[src/hdl/vertex_dedup_hash_table_defines.svh]
// Assertion macros for the file that checks its own logic.
`ifndef VERTEX_DEDUP_HASH_TABLE_DEFINES_SVH
`define VERTEX_DEDUP_HASH_TABLE_DEFINES_SVH

// The consequent must hold in the same cycle as the antecedent.
`define VDH_ASSERT_NOW(name, ante, cons, msg) \
  name: assert property (@(posedge clk) disable iff (rst) (ante) |-> (cons)) \
    else $error(msg);

// The consequent must hold in the cycle after the antecedent.
`define VDH_ASSERT_NEXT(name, ante, cons, msg) \
  name: assert property (@(posedge clk) disable iff (rst) (ante) |=> (cons)) \
    else $error(msg);

`endif

[src/hdl/vdh_pkg.sv]
package vdh_pkg;

  // Depth of the slot table and of the vertex store is 1 << TABLE_BITS.
  localparam int TABLE_BITS = 12;
  localparam int SLOTS = 1 << TABLE_BITS;
  localparam int CNT_W = TABLE_BITS + 1;

  localparam int WORD_W = 32;
  localparam int INDEX_OUT_W = 12;
  localparam int COUNT_OUT_W = 13;
  localparam int TBITS_REG_W = 4;

  localparam int CFG_IDX_W = 1;
  localparam int CFG_DATA_W = 32;

  typedef logic [CFG_IDX_W-1:0] cfg_idx_t;
  localparam cfg_idx_t REG_HASH_SEED = cfg_idx_t'(0);
  localparam cfg_idx_t REG_TABLE_BITS = cfg_idx_t'(1);

  localparam logic [WORD_W-1:0] SEED_RESET = 32'd133200997;
  localparam logic [TBITS_REG_W-1:0] TBITS_RESET = 4'd12;
  localparam logic [WORD_W-1:0] CANON_NAN = 32'h7FC0_0000;

  typedef struct packed {
    logic [WORD_W-1:0] x;
    logic [WORD_W-1:0] y;
    logic [WORD_W-1:0] z;
  } vertex_t;

  localparam int VERTEX_W = 3 * WORD_W;

  typedef struct packed {
    logic                  valid;
    logic [TABLE_BITS-1:0] index;
  } slot_entry_t;

  localparam int SLOT_W = TABLE_BITS + 1;

endpackage

[src/hdl/vdh_hash.sv]
module vdh_hash (
  input  logic                   clk,
  input  logic                   rst,
  input  logic                   start,
  input  logic [vdh_pkg::WORD_W-1:0] seed,
  input  vdh_pkg::vertex_t       words,
  output logic                   done,
  output logic [vdh_pkg::WORD_W-1:0] hash
);

  import vdh_pkg::*;

  localparam logic [WORD_W-1:0] C1 = 32'hCC9E_2D51;
  localparam logic [WORD_W-1:0] C2 = 32'h1B87_3593;
  localparam logic [WORD_W-1:0] C3 = 32'h85EB_CA6B;
  localparam logic [WORD_W-1:0] C4 = 32'hC2B2_AE35;
  localparam logic [WORD_W-1:0] M5 = 32'd5;
  localparam logic [WORD_W-1:0] ADDC = 32'hE654_6B64;

  typedef enum logic [6:0] {
    H_IDLE = 7'b0000001,
    H_K1   = 7'b0000010,
    H_K2   = 7'b0000100,
    H_HMIX = 7'b0001000,
    H_F1   = 7'b0010000,
    H_F2   = 7'b0100000,
    H_F3   = 7'b1000000
  } hstate_t;

  hstate_t           state;
  logic [1:0]        wsel;
  logic [WORD_W-1:0] k;
  logic [WORD_W-1:0] h;
  logic [WORD_W-1:0] word;
  logic [WORD_W-1:0] mul_a;
  logic [WORD_W-1:0] mul_b;
  logic [WORD_W-1:0] mul_p;

  function automatic logic [WORD_W-1:0] rotl(input logic [WORD_W-1:0] v, input int r);
    return (v << r) | (v >> (WORD_W - r));
  endfunction

  always_comb begin
    case (wsel)
      2'd0:    word = words.x;
      2'd1:    word = words.y;
      default: word = words.z;
    endcase
  end

  // The one multiplier; each step picks its operands.
  always_comb begin
    case (state)
      H_K1: begin
        mul_a = word;
        mul_b = C1;
      end
      H_K2: begin
        mul_a = rotl(k, 15);
        mul_b = C2;
      end
      H_HMIX: begin
        mul_a = rotl(h ^ k, 13);
        mul_b = M5;
      end
      H_F1: begin
        mul_a = h ^ (h >> 16);
        mul_b = C3;
      end
      H_F2: begin
        mul_a = h ^ (h >> 13);
        mul_b = C4;
      end
      default: begin
        mul_a = h;
        mul_b = M5;
      end
    endcase
  end

  assign mul_p = mul_a * mul_b;
  assign hash = h;

  always_ff @(posedge clk) begin
    if (rst) begin
      state <= H_IDLE;
      done  <= 1'b0;
      wsel  <= 2'd0;
    end else begin
      done <= 1'b0;
      case (state)
        H_IDLE: begin
          if (start) begin
            h     <= seed;
            wsel  <= 2'd0;
            state <= H_K1;
          end
        end
        H_K1: begin
          k     <= mul_p;
          state <= H_K2;
        end
        H_K2: begin
          k     <= mul_p;
          state <= H_HMIX;
        end
        H_HMIX: begin
          h <= mul_p + ADDC;
          if (wsel == 2'd2) begin
            state <= H_F1;
          end else begin
            wsel  <= wsel + 2'd1;
            state <= H_K1;
          end
        end
        H_F1: begin
          h     <= mul_p;
          state <= H_F2;
        end
        H_F2: begin
          h     <= mul_p;
          state <= H_F3;
        end
        H_F3: begin
          h     <= h ^ (h >> 16);
          done  <= 1'b1;
          state <= H_IDLE;
        end
        default: begin
          state <= H_IDLE;
        end
      endcase
    end
  end

endmodule

[config.mk]
export PLATFORM = sky130hd
export DESIGN_NAME = vdh_hash
export DESIGN_NICKNAME = d
export VERILOG_FILES = /design/src/hdl/vertex_dedup_hash_table_defines.svh /design/src/hdl/vdh_pkg.sv /design/src/hdl/vdh_hash.sv
export SDC_FILE = /design/constraint.sdc
export NUM_CORES = 1
export LEC_CHECK = 0
export BUFFER_PORTS_ARGS = -buffer_cell sky130_fd_sc_hd__buf_4
export CAP_MARGIN = 20
export CORE_UTILIZATION = 60
export DETAILED_ROUTE_END_ITERATION = 12
export GPL_TIMING_DRIVEN = 0
export PLACE_DENSITY_LB_ADDON = 0.1
export SYNTH_ARGS = -nofsm -noshare
export SYNTH_HDL_FRONTEND = slang
export SYNTH_SLANG_ARGS = --single-unit
[constraint.sdc]
create_clock -name clk -period 11.4 [get_ports clk]
set_input_delay 1.71 -clock clk [delete_from_list [all_inputs] [get_ports clk]]
set_output_delay 1.71 -clock clk [all_outputs]
set_load 0.01 [all_outputs]
==> results of run 1 <==
how the worst max path moves through the flow:
stage / startpoint / to
final: state[1] / hash[31]
after global routing: words[10] / hash[31]
after CTS: words[68] / hash[31]
after detailed placement: words[71] / hash[29]
after global placement: words[66] / hash[29]
after floorplan: words[81] / hash[31]
sequential cells by signal, summed over array words and instances, names as in the netlist:
name,cells
wsel,2
hash,32
k,32
state,7
done,1
layout by cell type, fill, tap and decap left out, types with 13 or more instances in the layout:
master	count
edfxtp_1	64
fa_1	390
o21ai_0	72
nand3_1	16
a21oi_1	108
xnor2_1	86
buf_4	191
a22o_1	19
inv_1	609
and3_1	13
ha_1	142
clkbuf_1	48
nand2_1	213
or2_2	14
xor2_1	59
a22oi_1	43
nor2_1	134
and2_1	33
final cells by class:
class	instances	area share, %
multi-input cells	1562	69.4
inverters	609	9.84
flip-flops and latches	74	9.13
repair buffers	194	6.39
well taps	448	2.41
plain buffers	77	1.40
clock buffers	9	0.969
clock inverters	7	0.436
diodes	2	0.0215
synth_stat cells, drive strengths merged, types with 10 or more instances:
master,count,area share [%]
or2,14,0.43
and2,36,1.1
o21ai,79,1.9
a221oi,11,0.47
nand2b,12,0.37
a21oi,117,2.9
ha,143,8.7
edfxtp,64,9.4
o21a,12,0.44
clkbuf,63,1.2
nor2b,11,0.34
xor2,62,2.7
xnor2,91,3.9
dfxtp,10,0.98
o21bai,11,0.40
a211oi,10,0.51
inv,609,11
nor2,142,2.6
and3,13,0.40
nor3,11,0.37
o22ai,12,0.37
a22oi,44,1.6
a22o,19,0.81
fa,390,38
nand2,216,4.0
a21o,11,0.40
buf,18,0.42
nand3,18,0.44
critical path, delay by kind of cell, from the launching register on:
kind / cells / cell delay, ns
AO/OA/AOI/OAI: 7 / 1.11
AND/OR/NAND/NOR: 8 / 2.16
buffers and inverters: 10 / 2.02
adder cells (fa/ha/maj): 9 / 4.65
XOR/XNOR: 2 / 0.60
flip-flops: 1 / 0.38
what timing repair did:
action                                  CTS  global route
cloned                                    0             0
gates resized for setup                  41            49
endpoints found under the setup margin   25            14
pin swaps                                 2             9
setup buffers                             1            22
hold buffers                              0             0
metal layers:
metal / up-vias / GRT usage, % / share of wire, %
li1: 7594 / - / -
met5: - / 0 / 0.036
met4: 6 / 41.1 / 10
met2: 1665 / 77.6 / 42
met3: 495 / 17.0 / 14
met1: 9188 / 61.3 / 33
stage by stage:
stage | worst slack, ns | std cells | hold slack (ns) | setup TNS [ns]
6_report | 0.141 | 2982 | 0.553 | 0
5_1_grt | -0.0381 | 2980 | 0.583 | -0.0381
4_1_cts | 0.0260 | 2959 | 0.545 | 0
3_5_place_dp | -1.95 | 2943 | 0.531 | -27.54
3_3_place_gp | -2.70 | 2937 | 0.491 | -45.21
2_1_floorplan | 1.53 | 2326 | 0.479 | 0
report_power, final:
| part | internal, mW | switching [mW] | leakage (nW) |
|---|---|---|---|
| sequential | 0.433 | 0.0557 | 0.668 |
| combinational | 2.11 | 3.62 | 11.3 |
| clock | 0.195 | 0.135 | 0.160 |
logic make-up after synthesis:
logic type	count (synthesis)
AND/OR/NAND/NOR	494
AO/OA/AOI/OAI	377
multiplexers	2
buffers and inverters	690
XOR/XNOR	156
adder cells (fa/ha/maj)	533
flip-flops	74
==> metrics.md, run 1 <==
| Metric | Value |
|---|---|
| Fin util | 69.3% |
| Final worst-path cycle share | 98.8% |
| Clock sinks | 74 |
| Syn Std Cell Area | 20500 um^2 |
| CTS tree | yes |
| Max Fclk | slightly below 0.09 GHz |
| Post-layout minimum cycle time | 11.26 ns |
| CP required | 11.45 ns |
| Clk buf depth | 2 |
| Via-to-Cell Ratio | approximately 6.4 |
| Worst setup SP type | flop |
| Post-Synth Simple-Gate Area | 10.8% |
| Nets | ~3200 |
| Crit-path max cell delay | just under 0.6 ns |
| GPL Wtd Cong | 1.12 |
| Maxcap violations | 0 |
| Worst slew pin tran | 1.21 ns |
| Worst Path Arrival | 11.31 ns |
| Largest net degree at the start of global routing | 33 |
| Critical-path top delay cell | fa_1 |
| Share of layout cells above drive strength 1 | 12.3% |
| Area after DPL | 22300 um^2 |
| Crit. End Element | flop |
| Hold path startpoint | wsel[1] |
| Hold EP | wsel[1] |
| Initial antenna violation count | 4 |
| HP Class | reg2reg |
| Post-Syn Nets | 2990 |
| Main combinational cell family by area after synthesis | adder cells |
| Initial cell density of the core | 61.0% |
| Clk_skew | 0.0150 ns |
| Avg Cell Area, Syn | 8.79 um^2 |
| Total Routed Length | 88400 um |
| Slew Viols, Final | 0 |
| Synth Area in XOR/XNOR | 6.92% |
| Core Footprint | around 34000 um^2 |
| H-tree Lvls | 3 |
| Footprint of the multi-input gates | 16100 um^2 |
| Synth unique cells | 73 |
| CTS Root Cell | clkbuf_16 |
| Design Area, Final | roughly 23000 um^2 |
| Setup slack, reg-to-reg | about 0.14 ns |
| IO Port Bufs | 163 |
| Tot Pwr | 6.55 mW |
| Fill cell count | 2675 |
| Synth Area in Compound Gates | 12.1% |
| DR iter-0 viols | 2502 |
| Final-report hold violation count | 0 |
| Routed Antenna Nets | 0 |
| GRT overflow | 0 |
| Most frequent CP cell | fa_1 |
| Die Footprint | ~35000 um^2 |
| Vias in the first global route | 19600 |
| Startpoint of the worst register-to-register path | state[1] |
| Max Fanout on Critical Path | 10 |
| Post-Synth Adder-Cell Area | 46.9% |
| Io pins | 164 |
| YS warnings | 0 |
| DRC viols | 0 |
| Clock Latency Late Sink | around 0.35 ns |
| Leak pwr | 12.1 nW |
| Worst slew margin | 18.7% |
| Register Area | 2120 um^2 |
| Number of setup violations in the final report | 0 |
| Register area share after synthesis | 10.4% |
| Layout area overhead | 13.6% |
| FFs w/ async S/R, synth | 0% |
| GRT Overall Usage | 51.8% |
| First-pass GRT wire length | 127000 um |
| Post-synth EDFFs | 64 |
| Number of cell rows | 67 |
| Routed vias | between 15000 and 20000 |
| DR WL/cell | roughly 30 um |
| Synth Register Bits | 74 |
| PD cells | 282 nW/um^2 |
| DP Wirelength | 75400 um |
| Share of synthesized area spent on multiplexers | 0.0979% |
| Cts bufs inserted | 9 |
| Worst reg2reg path depth | 36 |
| Die height | 187 um |
| Terminus of the critical flop-to-flop path | hash[31] |
| Status | completed |
| Die W | 187 um |
| Syn Inst Count | 2326 |
| WS Path Type | reg2reg |
| Max IR drop VDD | 0.628 mV |
| CTS clk-pin slew, worst paths | 0.07 ns |
| Top FF cell, synth | edfxtp_1 |
| Drt first pass iters | 9 |
| Cells on Worst Hold Path | 2 |
No activity file was read; power rests on OpenSTA's default activity.
==> run 2, diff against run 1 <==
--- a/config.mk
+++ b/config.mk
@@ -11,6 +11,7 @@
 export DETAILED_ROUTE_END_ITERATION = 12
 export GPL_TIMING_DRIVEN = 0
 export PLACE_DENSITY_LB_ADDON = 0.1
+export SETUP_SLACK_MARGIN = 0.4
 export SYNTH_ARGS = -nofsm -noshare
 export SYNTH_HDL_FRONTEND = slang
 export SYNTH_SLANG_ARGS = --single-unit
==> metrics.md, run 2 (same netlist as run 1, synthesis figures left out) <==
| Metric | Value |
|---|---|
| Status | completed |
| Fill cell count | 2644 |
| Post-layout minimum cycle time | approximately 11 ns |
| GRT overflow | 0 |
| CP required | approximately 11 ns |
| GRT Overall Usage | between 50% and 60% |
| Die Footprint | 34800 um^2 |
| Commonest non-fill, non-tap cells in the layout | 606 x inv_1, 390 x fa_1, 210 x nand2_1 |
| Slew Viols, Final | 0 |
| GPL Wtd Cong | 1.12 |
| Vias in the first global route | 19900 |
| IO Port Bufs | 163 |
| Io pins | roughly 160 |
| CTS clk-pin slew, worst paths | 0.06 ns |
| Crit-path max cell delay | 0.59 ns |
| Worst slew margin | 19.8% |
| Terminus of the critical flop-to-flop path | hash[31] |
| Footprint of the multi-input gates | 16200 um^2 |
| Hold slack final | about 0.56 ns |
| Startpoint of the worst register-to-register path | wsel[0] |
| Fin util | 70.0% |
| RSZ-0062 raised after global routing | true |
| Clk_skew | about 0.015 ns |
| Cts bufs inserted | 9 |
| Fin Setup TNS | 0 ns |
| Critical-path top delay cell | fa_1 |
| Largest net degree at the start of global routing | 33 |
| DRC viols | 0 |
| DR WL/cell | 29.7 um |
| Nets | 3208 |
| Number of cell rows | 67 |
| Worst setup SP type | input pin |
| Worst slew pin tran | roughly 1.2 ns |
| Tot Pwr | 6.65 mW |
| Setup slack, reg-to-reg | 0.58 ns |
| Die height | roughly 190 um |
| DP Wirelength | 75400 um |
| Layout area overhead | 14.7% |
| Critical Path Source | words[68] |
| Initial cell density of the core | 61.0% |
| Final worst-path cycle share | 95.1% |
| Worst Path Arrival | 10.90 ns |
| Worst reg2reg path depth | 36 |
| CTS Root Cell | clkbuf_16 |
| Max IR drop VDD | 0.518 mV |
| PD cells | 284 nW/um^2 |
| Final-report hold violation count | 0 |
| WS Path Type | in2reg |
| Via-to-Cell Ratio | around 6.3 |
| Die W | 187 um |
| CTS tree | yes |
| DR iter-0 viols | 2550 |
| Maxcap violations | 0 |
| Drt first pass iters | 9 |
| Core Footprint | 33500 um^2 |
| Clock sinks | 74 |
| Crit. End Element | flop |
| Max Fanout on Critical Path | 5 |
| Leak pwr | 12.2 nW |
| CP Capture Point | hash[24] |
| Routed vias | approximately 19000 |
| Initial antenna violation count | 1 |
| Total Routed Length | 88900 um |
| First-pass GRT wire length | 128000 um |
| Register Area | 2120 um^2 |
| Clock Latency Late Sink | between 0.3 and 0.4 ns |
| Number of setup violations in the final report | 0 |
| Most frequent CP cell | inv_1 |
| Hold-fix buffers at CTS | 0 |
| Most common cell after layout, fill and taps aside | inv_1 |
| Routed Antenna Nets | 0 |
| Share of layout cells above drive strength 1 | 13.8% |
| HP Class | reg2reg |
| Max Fclk | roughly 0.092 GHz |
| Clk buf depth | 2 |
| H-tree Lvls | 3 |
[run 2: critical path: cells and delay by family]
family          cells  cell delay [ns]
fa+ha+maj           9             3.91
xor+xnor            2             0.47
simple gates        5             0.84
compound gates     11             2.51
buf+inv            14             1.42
[run 2: per-stage QoR]
stage / std cells / setup WS [ns] / instance area, um^2
global route: 2997 / 0.356 / 23500
floorplan: 2326 / 1.53 / 20500
finish: 2998 / 0.558 / 23500
global placement: 2937 / -2.70 / 22200
CTS: 2971 / 0.397 / 23100
detailed placement: 2943 / -1.95 / 22300
[run 2: worst min-delay path by stage]
stage	start	end	slack (ns)	cells after the start
2_1_floorplan	wsel[1]	wsel[1]	0.48	2
3_3_place_gp	wsel[1]	wsel[1]	0.49	2
3_5_place_dp	wsel[1]	wsel[1]	0.53	2
4_1_cts	wsel[1]	wsel[1]	0.54	2
5_1_grt	wsel[1]	wsel[1]	0.58	2
6_report	wsel[1]	wsel[1]	0.56	2
[run 2: cell type report]
cell class,count,area share (%)
Clock buffer,9,0.960
Multi-Input combinational cell,1562,69.2
Timing Repair Buffer,207,6.69
Sequential cell,74,9.04
Tap cell,448,2.39
Antenna cell,1,0.0107
Buffer,81,1.53
Clock inverter,7,0.432
Inverter,609,9.74
[run 2: repair_timing]
action | in CTS | in global routing
resized for setup | 66 | 77
setup endpoints to repair | 30 | 16
setup buffers | 12 | 24
pin swaps | 9 | 9
[run 2: per-layer routing]
metal	GRT usage (%)	share of wire [%]
met5	0	0
met4	41.9	10
met3	17.2	14
met2	77.7	42
met1	61.7	34
[run 2: power breakdown]
part / switching [mW] / leakage, nW / internal, mW
combinational: 3.66 / 11.4 / 2.18
clock: 0.132 / 0.160 / 0.194
sequential: 0.0555 / 0.668 / 0.433
total: 3.85 / 12.2 / 2.80
